$ cat src/rtl/core/sqch_pkg.sv
// ----------------------------------------------------------------------------
// sqch_pkg
// Shared types, constants and helper functions of the square-wave channel.
// ----------------------------------------------------------------------------
package sqch_pkg;

	localparam int SWEEP_UNIT_CYCLES    = 65536;
	localparam int LENGTH_UNIT_CYCLES   = 32768;
	localparam int ENVELOPE_UNIT_CYCLES = 131072;

	localparam int CYC_W  = 7;
	localparam int FREQ_W = 11;

	// signed counters: largest period plus one sign bit
	localparam int SWEEP_CNT_W = $clog2(7 * SWEEP_UNIT_CYCLES + 1) + 1;
	localparam int ENV_CNT_W   = $clog2(7 * ENVELOPE_UNIT_CYCLES + 1) + 1;
	localparam int LEN_CNT_W   = $clog2(64 * LENGTH_UNIT_CYCLES + 1) + 1;
	localparam int RELOAD_W    = 15;
	localparam int PER_CNT_W   = RELOAD_W + 1;

	localparam logic OP_WRITE = 1'b0;
	localparam logic OP_TICK  = 1'b1;

	// high steps of each duty pattern, bit i = duty position i
	localparam logic [3:0][7:0] DUTY_MASKS = {8'h7E, 8'hE1, 8'h81, 8'h80};

	typedef struct packed {
		logic load_in;
		logic do_write;
		logic sweep_dec;
		logic sweep_step;
		logic env_dec;
		logic env_step;
		logic len_dec;
		logic per_dec;
		logic per_step;
		logic out_load;
	} sqch_cmd_t;

	typedef struct packed {
		logic running;
		logic sweep_active;
		logic sweep_wrap;
		logic sweep_ovf;
		logic env_active;
		logic env_wrap;
		logic len_en;
		logic len_expire;
		logic per_wrap;
		logic out_free;
	} sqch_stat_t;

	function automatic logic [SWEEP_CNT_W-1:0] sweep_period(input logic [2:0] code);
		sweep_period = SWEEP_CNT_W'(code) * SWEEP_CNT_W'(SWEEP_UNIT_CYCLES);
	endfunction

	function automatic logic [ENV_CNT_W-1:0] env_period(input logic [2:0] code);
		env_period = ENV_CNT_W'(code) * ENV_CNT_W'(ENVELOPE_UNIT_CYCLES);
	endfunction

	function automatic logic [LEN_CNT_W-1:0] length_period(input logic [5:0] load);
		length_period = LEN_CNT_W'(7'd64 - {1'b0, load}) * LEN_CNT_W'(LENGTH_UNIT_CYCLES);
	endfunction

	// 8 * (2048 - frequency)
	function automatic logic [RELOAD_W-1:0] period_reload(input logic [FREQ_W-1:0] freq);
		logic [11:0] diff;
		diff = 12'd2048 - {1'b0, freq};
		period_reload = {diff, 3'b000};
	endfunction

	function automatic logic duty_high(input logic [1:0] sel, input logic [2:0] pos);
		duty_high = DUTY_MASKS[sel][pos];
	endfunction

endpackage

$ cat src/rtl/core/sqch_ctrl.sv
// ----------------------------------------------------------------------------
// sqch_ctrl
// Sequencer of the square-wave channel: walks one item through write or
// sweep, envelope, length and duty steps, then hands the result out.
// ----------------------------------------------------------------------------
module sqch_ctrl import sqch_pkg::*; (
	input  logic       clk,
	input  logic       arst_n,
	input  logic       s_tvalid,
	output logic       s_tready,
	input  logic       s_tuser,
	input  sqch_stat_t stat,
	output sqch_cmd_t  cmd
);

	localparam logic [3:0] ST_IDLE     = 4'd0;
	localparam logic [3:0] ST_WRITE    = 4'd1;
	localparam logic [3:0] ST_SW_DEC   = 4'd2;
	localparam logic [3:0] ST_SW_WRAP  = 4'd3;
	localparam logic [3:0] ST_ENV_DEC  = 4'd4;
	localparam logic [3:0] ST_ENV_WRAP = 4'd5;
	localparam logic [3:0] ST_LEN      = 4'd6;
	localparam logic [3:0] ST_PER_DEC  = 4'd7;
	localparam logic [3:0] ST_PER_WRAP = 4'd8;
	localparam logic [3:0] ST_DONE     = 4'd9;

	logic [3:0] state_q;
	logic [3:0] state_d;

	assign s_tready = (state_q == ST_IDLE);

	always_comb begin
		state_d = state_q;
		cmd     = '0;
		case (state_q)
			ST_IDLE: begin
				if (s_tvalid) begin
					cmd.load_in = 1'b1;
					if (s_tuser == OP_WRITE)
						state_d = ST_WRITE;
					else if (stat.running)
						state_d = ST_SW_DEC;
					else
						state_d = ST_DONE;
				end
			end
			ST_WRITE: begin
				cmd.do_write = 1'b1;
				state_d      = ST_DONE;
			end
			ST_SW_DEC: begin
				if (stat.sweep_active) begin
					cmd.sweep_dec = 1'b1;
					state_d       = ST_SW_WRAP;
				end else begin
					state_d = ST_ENV_DEC;
				end
			end
			ST_SW_WRAP: begin
				state_d = ST_ENV_DEC;
				if (stat.sweep_wrap) begin
					cmd.sweep_step = 1'b1;
					// overflow stops the channel and ends the tick
					if (stat.sweep_ovf)
						state_d = ST_DONE;
				end
			end
			ST_ENV_DEC: begin
				if (stat.env_active) begin
					cmd.env_dec = 1'b1;
					state_d     = ST_ENV_WRAP;
				end else begin
					state_d = ST_LEN;
				end
			end
			ST_ENV_WRAP: begin
				cmd.env_step = stat.env_wrap;
				state_d      = ST_LEN;
			end
			ST_LEN: begin
				state_d = ST_PER_DEC;
				if (stat.len_en) begin
					cmd.len_dec = 1'b1;
					if (stat.len_expire)
						state_d = ST_DONE;
				end
			end
			ST_PER_DEC: begin
				cmd.per_dec = 1'b1;
				state_d     = ST_PER_WRAP;
			end
			ST_PER_WRAP: begin
				// one duty step per cycle until the counter is positive again
				if (stat.per_wrap)
					cmd.per_step = 1'b1;
				else
					state_d = ST_DONE;
			end
			ST_DONE: begin
				if (stat.out_free) begin
					cmd.out_load = 1'b1;
					state_d      = ST_IDLE;
				end
			end
			default: begin
				state_d = ST_IDLE;
			end
		endcase
	end

	always_ff @(posedge clk or negedge arst_n) begin
		if (!arst_n)
			state_q <= ST_IDLE;
		else
			state_q <= state_d;
	end

	a_write_dispatch: assert property (@(posedge clk) disable iff (!arst_n)
		(state_q == ST_IDLE && s_tvalid && s_tuser == OP_WRITE) |=> (state_q == ST_WRITE))
		else $error("write beat not dispatched to write step");

	a_load_when_free: assert property (@(posedge clk) disable iff (!arst_n)
		cmd.out_load |-> stat.out_free)
		else $error("result loaded over an untaken beat");

	a_step_loops: assert property (@(posedge clk) disable iff (!arst_n)
		cmd.per_step |=> (state_q == ST_PER_WRAP))
		else $error("duty step left the wrap loop");

endmodule

$ cat src/rtl/core/sqch_dp.sv
// ----------------------------------------------------------------------------
// sqch_dp
// Datapath of the square-wave channel: channel registers, sweep, envelope,
// length and duty counters, mode register and the output register.
// ----------------------------------------------------------------------------
module sqch_dp import sqch_pkg::*; (
	input  logic        clk,
	input  logic        arst_n,
	input  logic [17:0] in_data,
	input  logic        cfg_valid,
	input  logic        cfg_data,
	input  logic        m_tready,
	output logic        m_tvalid,
	output logic [15:0] m_tdata,
	input  sqch_cmd_t   cmd,
	output sqch_stat_t  stat
);

	localparam logic [3:0] REG_SWEEP   = 4'd0;
	localparam logic [3:0] REG_DUTY    = 4'd1;
	localparam logic [3:0] REG_ENV     = 4'd2;
	localparam logic [3:0] REG_FREQ_LO = 4'd3;
	localparam logic [3:0] REG_FREQ_HI = 4'd4;

	logic [2:0]       off_q;
	logic [7:0]       data_q;
	logic [CYC_W-1:0] cyc_q;

	logic                   has_sweep_q;
	logic                   run_q;
	logic [FREQ_W-1:0]      freq_q;
	logic [2:0]             sw_code_q;
	logic                   sw_down_q;
	logic [2:0]             sw_shift_q;
	logic [SWEEP_CNT_W-1:0] sw_cnt_q;
	logic [1:0]             duty_sel_q;
	logic [5:0]             len_load_q;
	logic [LEN_CNT_W-1:0]   len_cnt_q;
	logic                   len_en_q;
	logic [3:0]             env_start_q;
	logic [3:0]             env_vol_q;
	logic                   env_up_q;
	logic [2:0]             env_code_q;
	logic [ENV_CNT_W-1:0]   env_cnt_q;
	logic [PER_CNT_W-1:0]   per_cnt_q;
	logic [RELOAD_W-1:0]    reload_q;
	logic [2:0]             duty_pos_q;
	logic [7:0]             rb_q;

	logic       m_valid_q;
	logic [7:0] m_rb_q;
	logic [4:0] m_sample_q;
	logic       m_run_q;

	logic [3:0]           reg_idx;
	logic [FREQ_W-1:0]    hi_freq;
	logic [FREQ_W-1:0]    sw_delta;
	logic [FREQ_W:0]      sw_sum;
	logic [FREQ_W-1:0]    sw_freq_next;
	logic [RELOAD_W-1:0]  sw_reload;
	logic [RELOAD_W-1:0]  hi_reload;
	logic [LEN_CNT_W-1:0] len_diff;
	logic [5:0]           level_high;
	logic [4:0]           level;

	assign reg_idx  = has_sweep_q ? {1'b0, off_q} : {1'b0, off_q} + 4'd1;
	assign hi_freq  = {data_q[2:0], freq_q[7:0]};
	assign hi_reload = period_reload(hi_freq);

	assign sw_delta     = freq_q >> sw_shift_q;
	assign sw_sum       = {1'b0, freq_q} + {1'b0, sw_delta};
	assign sw_freq_next = sw_down_q ? (freq_q - sw_delta) : sw_sum[FREQ_W-1:0];
	assign sw_reload    = period_reload(sw_freq_next);

	assign len_diff = len_cnt_q - LEN_CNT_W'(cyc_q);

	assign stat.running      = run_q;
	assign stat.sweep_active = has_sweep_q && (sw_code_q != 3'd0) && (sw_shift_q != 3'd0);
	assign stat.sweep_wrap   = sw_cnt_q[SWEEP_CNT_W-1] || (sw_cnt_q == '0);
	assign stat.sweep_ovf    = !sw_down_q && sw_sum[FREQ_W];
	assign stat.env_active   = (env_code_q != 3'd0);
	assign stat.env_wrap     = env_cnt_q[ENV_CNT_W-1] || (env_cnt_q == '0);
	assign stat.len_en       = len_en_q;
	assign stat.len_expire   = len_diff[LEN_CNT_W-1] || (len_diff == '0);
	assign stat.per_wrap     = per_cnt_q[PER_CNT_W-1] || (per_cnt_q == '0);
	assign stat.out_free     = !m_valid_q || m_tready;

	// 2*volume - 15 when the step is high
	assign level_high = {1'b0, env_vol_q, 1'b0} - 6'd15;
	always_comb begin
		if (!run_q)
			level = 5'd0;
		else if (duty_high(duty_sel_q, duty_pos_q))
			level = level_high[4:0];
		else
			level = 5'b10001;
	end

	always_ff @(posedge clk) begin
		if (cmd.load_in) begin
			off_q  <= in_data[2:0];
			data_q <= in_data[10:3];
			cyc_q  <= in_data[17:11];
		end
	end

	always_ff @(posedge clk or negedge arst_n) begin
		if (!arst_n)
			has_sweep_q <= 1'b1;
		else if (cfg_valid)
			has_sweep_q <= cfg_data;
	end

	always_ff @(posedge clk or negedge arst_n) begin
		if (!arst_n) begin
			run_q       <= 1'b0;
			freq_q      <= '0;
			sw_code_q   <= '0;
			sw_down_q   <= 1'b0;
			sw_shift_q  <= '0;
			sw_cnt_q    <= '0;
			duty_sel_q  <= '0;
			len_load_q  <= '0;
			len_cnt_q   <= '0;
			len_en_q    <= 1'b0;
			env_start_q <= '0;
			env_vol_q   <= '0;
			env_up_q    <= 1'b0;
			env_code_q  <= '0;
			env_cnt_q   <= '0;
			per_cnt_q   <= '0;
			reload_q    <= RELOAD_W'(16384);
			duty_pos_q  <= '0;
			rb_q        <= '0;
		end else if (cmd.load_in) begin
			rb_q <= '0;
		end else if (cmd.do_write) begin
			case (reg_idx)
				REG_SWEEP: begin
					sw_code_q  <= data_q[6:4];
					sw_down_q  <= data_q[3];
					sw_shift_q <= data_q[2:0];
					sw_cnt_q   <= sweep_period(data_q[6:4]);
					rb_q       <= data_q;
				end
				REG_DUTY: begin
					duty_sel_q <= data_q[7:6];
					len_load_q <= data_q[5:0];
					len_cnt_q  <= length_period(data_q[5:0]);
					rb_q       <= data_q & 8'hC0;
				end
				REG_ENV: begin
					env_start_q <= data_q[7:4];
					env_vol_q   <= data_q[7:4];
					env_up_q    <= data_q[3];
					env_code_q  <= data_q[2:0];
					env_cnt_q   <= env_period(data_q[2:0]);
					rb_q        <= data_q;
				end
				REG_FREQ_LO: begin
					freq_q <= {freq_q[10:8], data_q};
					rb_q   <= '0;
				end
				REG_FREQ_HI: begin
					freq_q   <= hi_freq;
					len_en_q <= data_q[6];
					rb_q     <= data_q & 8'h40;
					// trigger: reload every counter and start sounding
					if (data_q[7]) begin
						sw_cnt_q   <= sweep_period(sw_code_q);
						env_vol_q  <= env_start_q;
						env_cnt_q  <= env_period(env_code_q);
						len_cnt_q  <= length_period(len_load_q);
						reload_q   <= hi_reload;
						per_cnt_q  <= {1'b0, hi_reload};
						duty_pos_q <= '0;
						run_q      <= 1'b1;
					end
				end
				default: begin
					rb_q <= '0;
				end
			endcase
		end else if (cmd.sweep_dec) begin
			sw_cnt_q <= sw_cnt_q - SWEEP_CNT_W'(cyc_q);
		end else if (cmd.sweep_step) begin
			sw_cnt_q <= sw_cnt_q + sweep_period(sw_code_q);
			if (stat.sweep_ovf) begin
				run_q <= 1'b0;
			end else begin
				freq_q     <= sw_freq_next;
				reload_q   <= sw_reload;
				per_cnt_q  <= {1'b0, sw_reload};
				duty_pos_q <= '0;
			end
		end else if (cmd.env_dec) begin
			env_cnt_q <= env_cnt_q - ENV_CNT_W'(cyc_q);
		end else if (cmd.env_step) begin
			env_cnt_q <= env_cnt_q + env_period(env_code_q);
			if (env_up_q) begin
				if (env_vol_q != 4'd15)
					env_vol_q <= env_vol_q + 4'd1;
			end else if (env_vol_q != 4'd0) begin
				env_vol_q <= env_vol_q - 4'd1;
			end
		end else if (cmd.len_dec) begin
			len_cnt_q <= len_diff;
			if (stat.len_expire)
				run_q <= 1'b0;
		end else if (cmd.per_dec) begin
			per_cnt_q <= per_cnt_q - PER_CNT_W'(cyc_q);
		end else if (cmd.per_step) begin
			per_cnt_q  <= per_cnt_q + {1'b0, reload_q};
			duty_pos_q <= duty_pos_q + 3'd1;
		end
	end

	// output register: hold the beat until taken
	always_ff @(posedge clk or negedge arst_n) begin
		if (!arst_n)
			m_valid_q <= 1'b0;
		else if (cmd.out_load)
			m_valid_q <= 1'b1;
		else if (m_tready)
			m_valid_q <= 1'b0;
	end

	always_ff @(posedge clk) begin
		if (cmd.out_load) begin
			m_rb_q     <= rb_q;
			m_sample_q <= level;
			m_run_q    <= run_q;
		end
	end

	assign m_tvalid = m_valid_q;
	assign m_tdata  = {2'b00, m_run_q, m_sample_q, m_rb_q};

	a_load_shows: assert property (@(posedge clk) disable iff (!arst_n)
		cmd.out_load |=> m_tvalid)
		else $error("loaded result not presented");

	a_silent_stop: assert property (@(posedge clk) disable iff (!arst_n)
		(cmd.out_load && !run_q) |=> (m_sample_q == 5'd0 && !m_run_q))
		else $error("stopped channel gave a nonzero sample");

	a_ovf_stops: assert property (@(posedge clk) disable iff (!arst_n)
		(cmd.sweep_step && stat.sweep_ovf) |=> !run_q)
		else $error("sweep overflow left the channel running");

endmodule

$ cat src/rtl/core/square_wave_sound_channel.sv
// ----------------------------------------------------------------------------
// square_wave_sound_channel
// Square-wave sound channel with frequency sweep, volume envelope, length
// counter and 8-step duty sequencer; one result beat per input beat.
//
//   channel  direction  handshake            payload
//   s_*      in         s_tvalid / s_tready  s_tuser operation, s_tdata fields
//   m_*      out        m_tvalid / m_tready  m_tdata read_back, sample, running
//   cfg_*    in         cfg_valid/cfg_ready  cfg_data has_sweep
//
// A write beat passes through the write step; a tick on a stopped channel goes
// straight to the result. A tick on a running channel walks the active sweep and
// envelope steps, the length step and n duty steps (up to 16), walked one per
// cycle by the period counter loop; a sweep overflow or length expiry ends it early.
// The result sits in an output register, so the next beat is taken while
// it waits; a held result stalls only the end of the following item.
// Reset is asynchronous and sets every channel register to its reset value; no clearing pass.
// ----------------------------------------------------------------------------
module square_wave_sound_channel import sqch_pkg::*; (
	input  logic        clk,
	input  logic        arst_n,
	input  logic        s_tvalid,
	output logic        s_tready,
	input  logic [23:0] s_tdata,   // [2:0] reg_offset, [10:3] write_data, [17:11] cycles
	input  logic        s_tuser,   // [0] operation
	output logic        m_tvalid,
	input  logic        m_tready,
	output logic [15:0] m_tdata,   // [7:0] read_back, [12:8] sample, [13] running
	input  logic        cfg_valid,
	output logic        cfg_ready,
	input  logic        cfg_data
);

	sqch_cmd_t  cmd;
	sqch_stat_t stat;

	assign cfg_ready = 1'b1;

	sqch_ctrl u_ctrl (
		.clk      (clk),
		.arst_n   (arst_n),
		.s_tvalid (s_tvalid),
		.s_tready (s_tready),
		.s_tuser  (s_tuser),
		.stat     (stat),
		.cmd      (cmd)
	);

	sqch_dp u_dp (
		.clk       (clk),
		.arst_n    (arst_n),
		.in_data   (s_tdata[17:0]),
		.cfg_valid (cfg_valid),
		.cfg_data  (cfg_data),
		.m_tready  (m_tready),
		.m_tvalid  (m_tvalid),
		.m_tdata   (m_tdata),
		.cmd       (cmd),
		.stat      (stat)
	);

endmodule

$ cat config.mk
export PLATFORM = sky130hd
export DESIGN_NAME = square_wave_sound_channel
export DESIGN_NICKNAME = d
export VERILOG_FILES = /design/src/rtl/core/sqch_pkg.sv /design/src/rtl/core/sqch_ctrl.sv /design/src/rtl/core/sqch_dp.sv /design/src/rtl/core/square_wave_sound_channel.sv
export SDC_FILE = /design/constraint.sdc
export NUM_CORES = 1
export LEC_CHECK = 0
export ABC_AREA = 1
export BUFFER_PORTS_ARGS = -buffer_cell sky130_fd_sc_hd__buf_2
export CORE_ASPECT_RATIO = 1.2
export CORE_MARGIN = 4
export CORE_UTILIZATION = 55
export DETAILED_ROUTE_END_ITERATION = 8
export GPL_TIMING_DRIVEN = 0
export HOLD_SLACK_MARGIN = 0.08
export PLACE_DENSITY = 0.79
export SYNTH_ARGS = -nofsm -noshare
export SYNTH_HDL_FRONTEND = slang
export SYNTH_HIERARCHICAL = 1
export SYNTH_SLANG_ARGS = --single-unit
$ cat constraint.sdc
create_clock -name clk -period 3.67 [get_ports clk]
set_input_delay 0.734 -clock clk [delete_from_list [all_inputs] [get_ports clk]]
set_output_delay 0.734 -clock clk [all_outputs]
set_load 0.03 [all_outputs]
==> impl_metrics.toml <==
[yosys]
synth_enable_flop_cells = 32
async_flop_share_pct = 82.3
synth_commonest_cells = "nand2_1 (456), inv_1 (269), nor2_1 (216), nand3_1 (150), dfrtp_1 (147)"
synthCells = 1942
synth_top_flop_cell = "dfrtp_1"
yosysMostFrequentCell = "nand2_1"
ys_types = 64
syn_area_um2 = 13700
yosys.area.top_type = "dfrtp_1"
ys_ff_latch = 181
synth.area.top_cells = "dfrtp_1 (27%), nand2_1 (13%), inv_1 (7.4%), edfxtp_1 (7.0%), ha_1 (6.9%)"
synth_top_area_share_pct = 26.9
syn_avg_cell_area_um2 = 7.03
synth-warning-count = 6
yosysSeqAreaShare_pct = 34.3

[detailed_routing]
routed_wl_mm = 38.1
viasPerCell = 5.73
ant_nets = 0
first_iter_violations = 1182
drc_errors = 0
dr.pass1.iters = 6
wl_per_cell_um = 16.3
vias = 13400

[global_route]
met3_usage_pct = 3.77
grt_pass1_wl_mm = 62.6
met1_usage_pct = 36.5
grt_antenna_before_repair = 0
grt_usage_pct = 27.6
busiest_layer = "met2"
grt_pass1_vias = 12500
grt_max_degree = 89
use_met2_pct = 46.1
grt_overflow_total = 0

[flow_run]
drv_cap = 0

[floorplanning]
core-area_um2 = 24200
die_h_um = 181
start_util_pct = 56.4
die_w_um = 152
io_pins = 50
std_cell_rows = 62
die_area_um2 = 27400

[status]
status = "finished clean"

[worst_hold_path]
min_path_type = "input port to async pin"

[cts]
path_clk_slew_ns = 0.08
cts_max_path_buffers = 2
cts_sinks = 181
cts_hold_buf = 0
worstSkewPairLatency_ns = 0.45
cts_root_buffer = "clkbuf_16"
cts_tree = "yes"
cts_buffers = 17
htreeDepth = 4

[sta]
period_minus_slack_ns = 3.49
finalSetupViolCount = 0
hold_viol_final = 0
worst_slack_ns = 0.184
slew_violations = 0
fmax_ghz = 0.287
period_share_pct = 95.0
finalClockSkew_ns = 0.0138
rsz0062_at_grt = "true"
worst_pin_slew_ns = 0.733
relSlewSlack_pct = 51.1
setup_tns_ns = 0

[worst_setup_path]
critPathRequiredTime_ns = 4.00
crit_arrival_ns = 3.82
start_kind = "flop"
path_max_fanout = 10
critPathCaptureType = "flop"
critical_path_class = "flop to flop"

[placed_design]
dpl_worst_slack_ns = -0.246
gp_congestion = 0.963
port_buffers = 40
dpl.hpwl_mm = 29.1

[layout]
fillCellCount = 2224
syn_to_final_growth_pct = 10.1
antenna_cells = 0
drive_gt1_share_pct = 9.47
fin_nets = 2119
[layout by cell type, fill, tap and decap left out, types with 8 or more instances in the layout]
master,count
o22ai_1,21
o211ai_1,12
inv_1,268
nand2_1,456
xor2_1,22
nand4_1,30
nor3_1,27
buf_4,16
nand3_1,150
nor2_1,212
fa_1,8
a21oi_1,90
a31oi_1,17
clkbuf_16,17
nand2_2,10
buf_2,49
o21ai_1,40
ha_1,75
clkbuf_1,13
edfxtp_1,32
inv_2,15
dfrtp_1,144
nor2_2,12
o31ai_1,12
nor2_4,10
nor4_1,10
o21ai_0,127
[metrics by stage]
step           hold slack [ns]  instance area (µm²)  std cells  util [%]
2_1_floorplan            0.426                13700       1943         -
3_3_place_gp             0.446                14300       2303      58.9
3_5_place_dp             0.440                14300       2306      59.3
4_1_cts                  0.300                15000       2338      61.9
5_1_grt                  0.340                15000       2337      62.1
6_report                 0.289                15000       2337      62.1
[layer usage]
layer  up-vias  share of wire (%)
met5         -                  0
met4         0                3.5
met3        78                6.9
met2       519                 47
met1      6252                 42
li1       6531                  -
[worst max-delay path: stages, from the launching register on]
cell	delay (ns)
dfrtp_2	0.45
clkbuf_4	0.20
o21ai_0	0.30
o21ai_0	0.14
nand2_1	0.12
o21ai_4	0.10
ha_1	0.33
inv_1	0.07
nand2_1	0.05
nand2_1	0.11
nand4_1	0.12
nand2_1	0.13
nand2_1	0.06
o211ai_1	0.19
nand2_1	0.16
nand2_1	0.10
nand2_1	0.14
nand2_4	0.18
inv_2	0.12
buf_6	0.16
o21ai_1	0.07
nand2_1	0.06
[worst paths after layout]
kind	from	cells after the start	slack, ns	endpoint
setup / recovery	u_dp/sw_shift_q[0]$_DFFE_PN0P_	21	0.18	u_dp/reload_q[10]$_DFFE_PN0P_
setup reg to reg	u_dp/sw_shift_q[0]$_DFFE_PN0P_	21	0.18	u_dp/reload_q[10]$_DFFE_PN0P_
hold / removal	arst_n	1	0.29	u_dp/len_cnt_q[13]$_DFFE_PN0P_
min in group clk	cfg_valid	2	0.44	u_dp/has_sweep_q$_DFFE_PN1P_
hold reg to reg	u_dp/rb_q[3]$_DFFE_PN0P_	0	0.47	u_dp/m_rb_q[3]$_DFFE_PP_
max in group asynchronous	arst_n	2	2.50	u_dp/env_vol_q[2]$_DFFE_PN0P_
[cell families (layout without fill, tap and decap cells)]
logic type	count (synthesis)	after routing	share of synthesized area [%]
xor+xnor	27	27	1.73
fa+ha+maj	84	84	8.19
other cells	2	3	0.0550
simple gates	942	942	30.2
flops	181	181	34.3
compound gates	368	368	15.5
buf+inv	336	410	9.84
mux	2	2	0.147
[repair_timing]
action | 4_1_cts | 5_1_grt
resized for setup | 10 | 26
pin swaps | 0 | 2
setup endpoints to repair | 30 | 37
setup buffers | 0 | 1
[layout make-up]
type	count	area, µm²	share of cell area, %
Buffer	47	269	1.79
Timing Repair Buffer	44	284	1.89
Clock buffer	17	425	2.83
Inverter	287	1080	7.16
Multi-Input combinational cell	1426	7680	51.1
Clock inverter	15	199	1.32
Sequential cell	181	4700	31.2
Tap cell	320	400	2.66
[sequential cells by signal (all words and copies together) (netlist names), 2 cells and up]
| name | flops |
|---|---|
| u_dp/m_sample_q | 5 |
| u_dp/freq_q | 11 |
| u_dp/len_cnt_q | 23 |
| u_dp/reload_q | 12 |
| u_dp/env_code_q | 3 |
| u_dp/duty_pos_q | 3 |
| u_dp/per_cnt_q | 16 |
| u_dp/rb_q | 8 |
| u_dp/env_vol_q | 4 |
| u_dp/off_q | 3 |
| u_dp/sw_code_q | 3 |
| u_dp/len_load_q | 6 |
| u_dp/sw_cnt_q | 20 |
| u_ctrl/state_q | 4 |
| u_dp/duty_sel_q | 2 |
| u_dp/m_rb_q | 8 |
| u_dp/env_cnt_q | 21 |
| u_dp/data_q | 8 |
| u_dp/cyc_q | 7 |
| u_dp/sw_shift_q | 3 |
| u_dp/env_start_q | 4 |
Power is not shown: default switching activity piles up to over one toggle a cycle in this logic, so the estimate is an artifact.
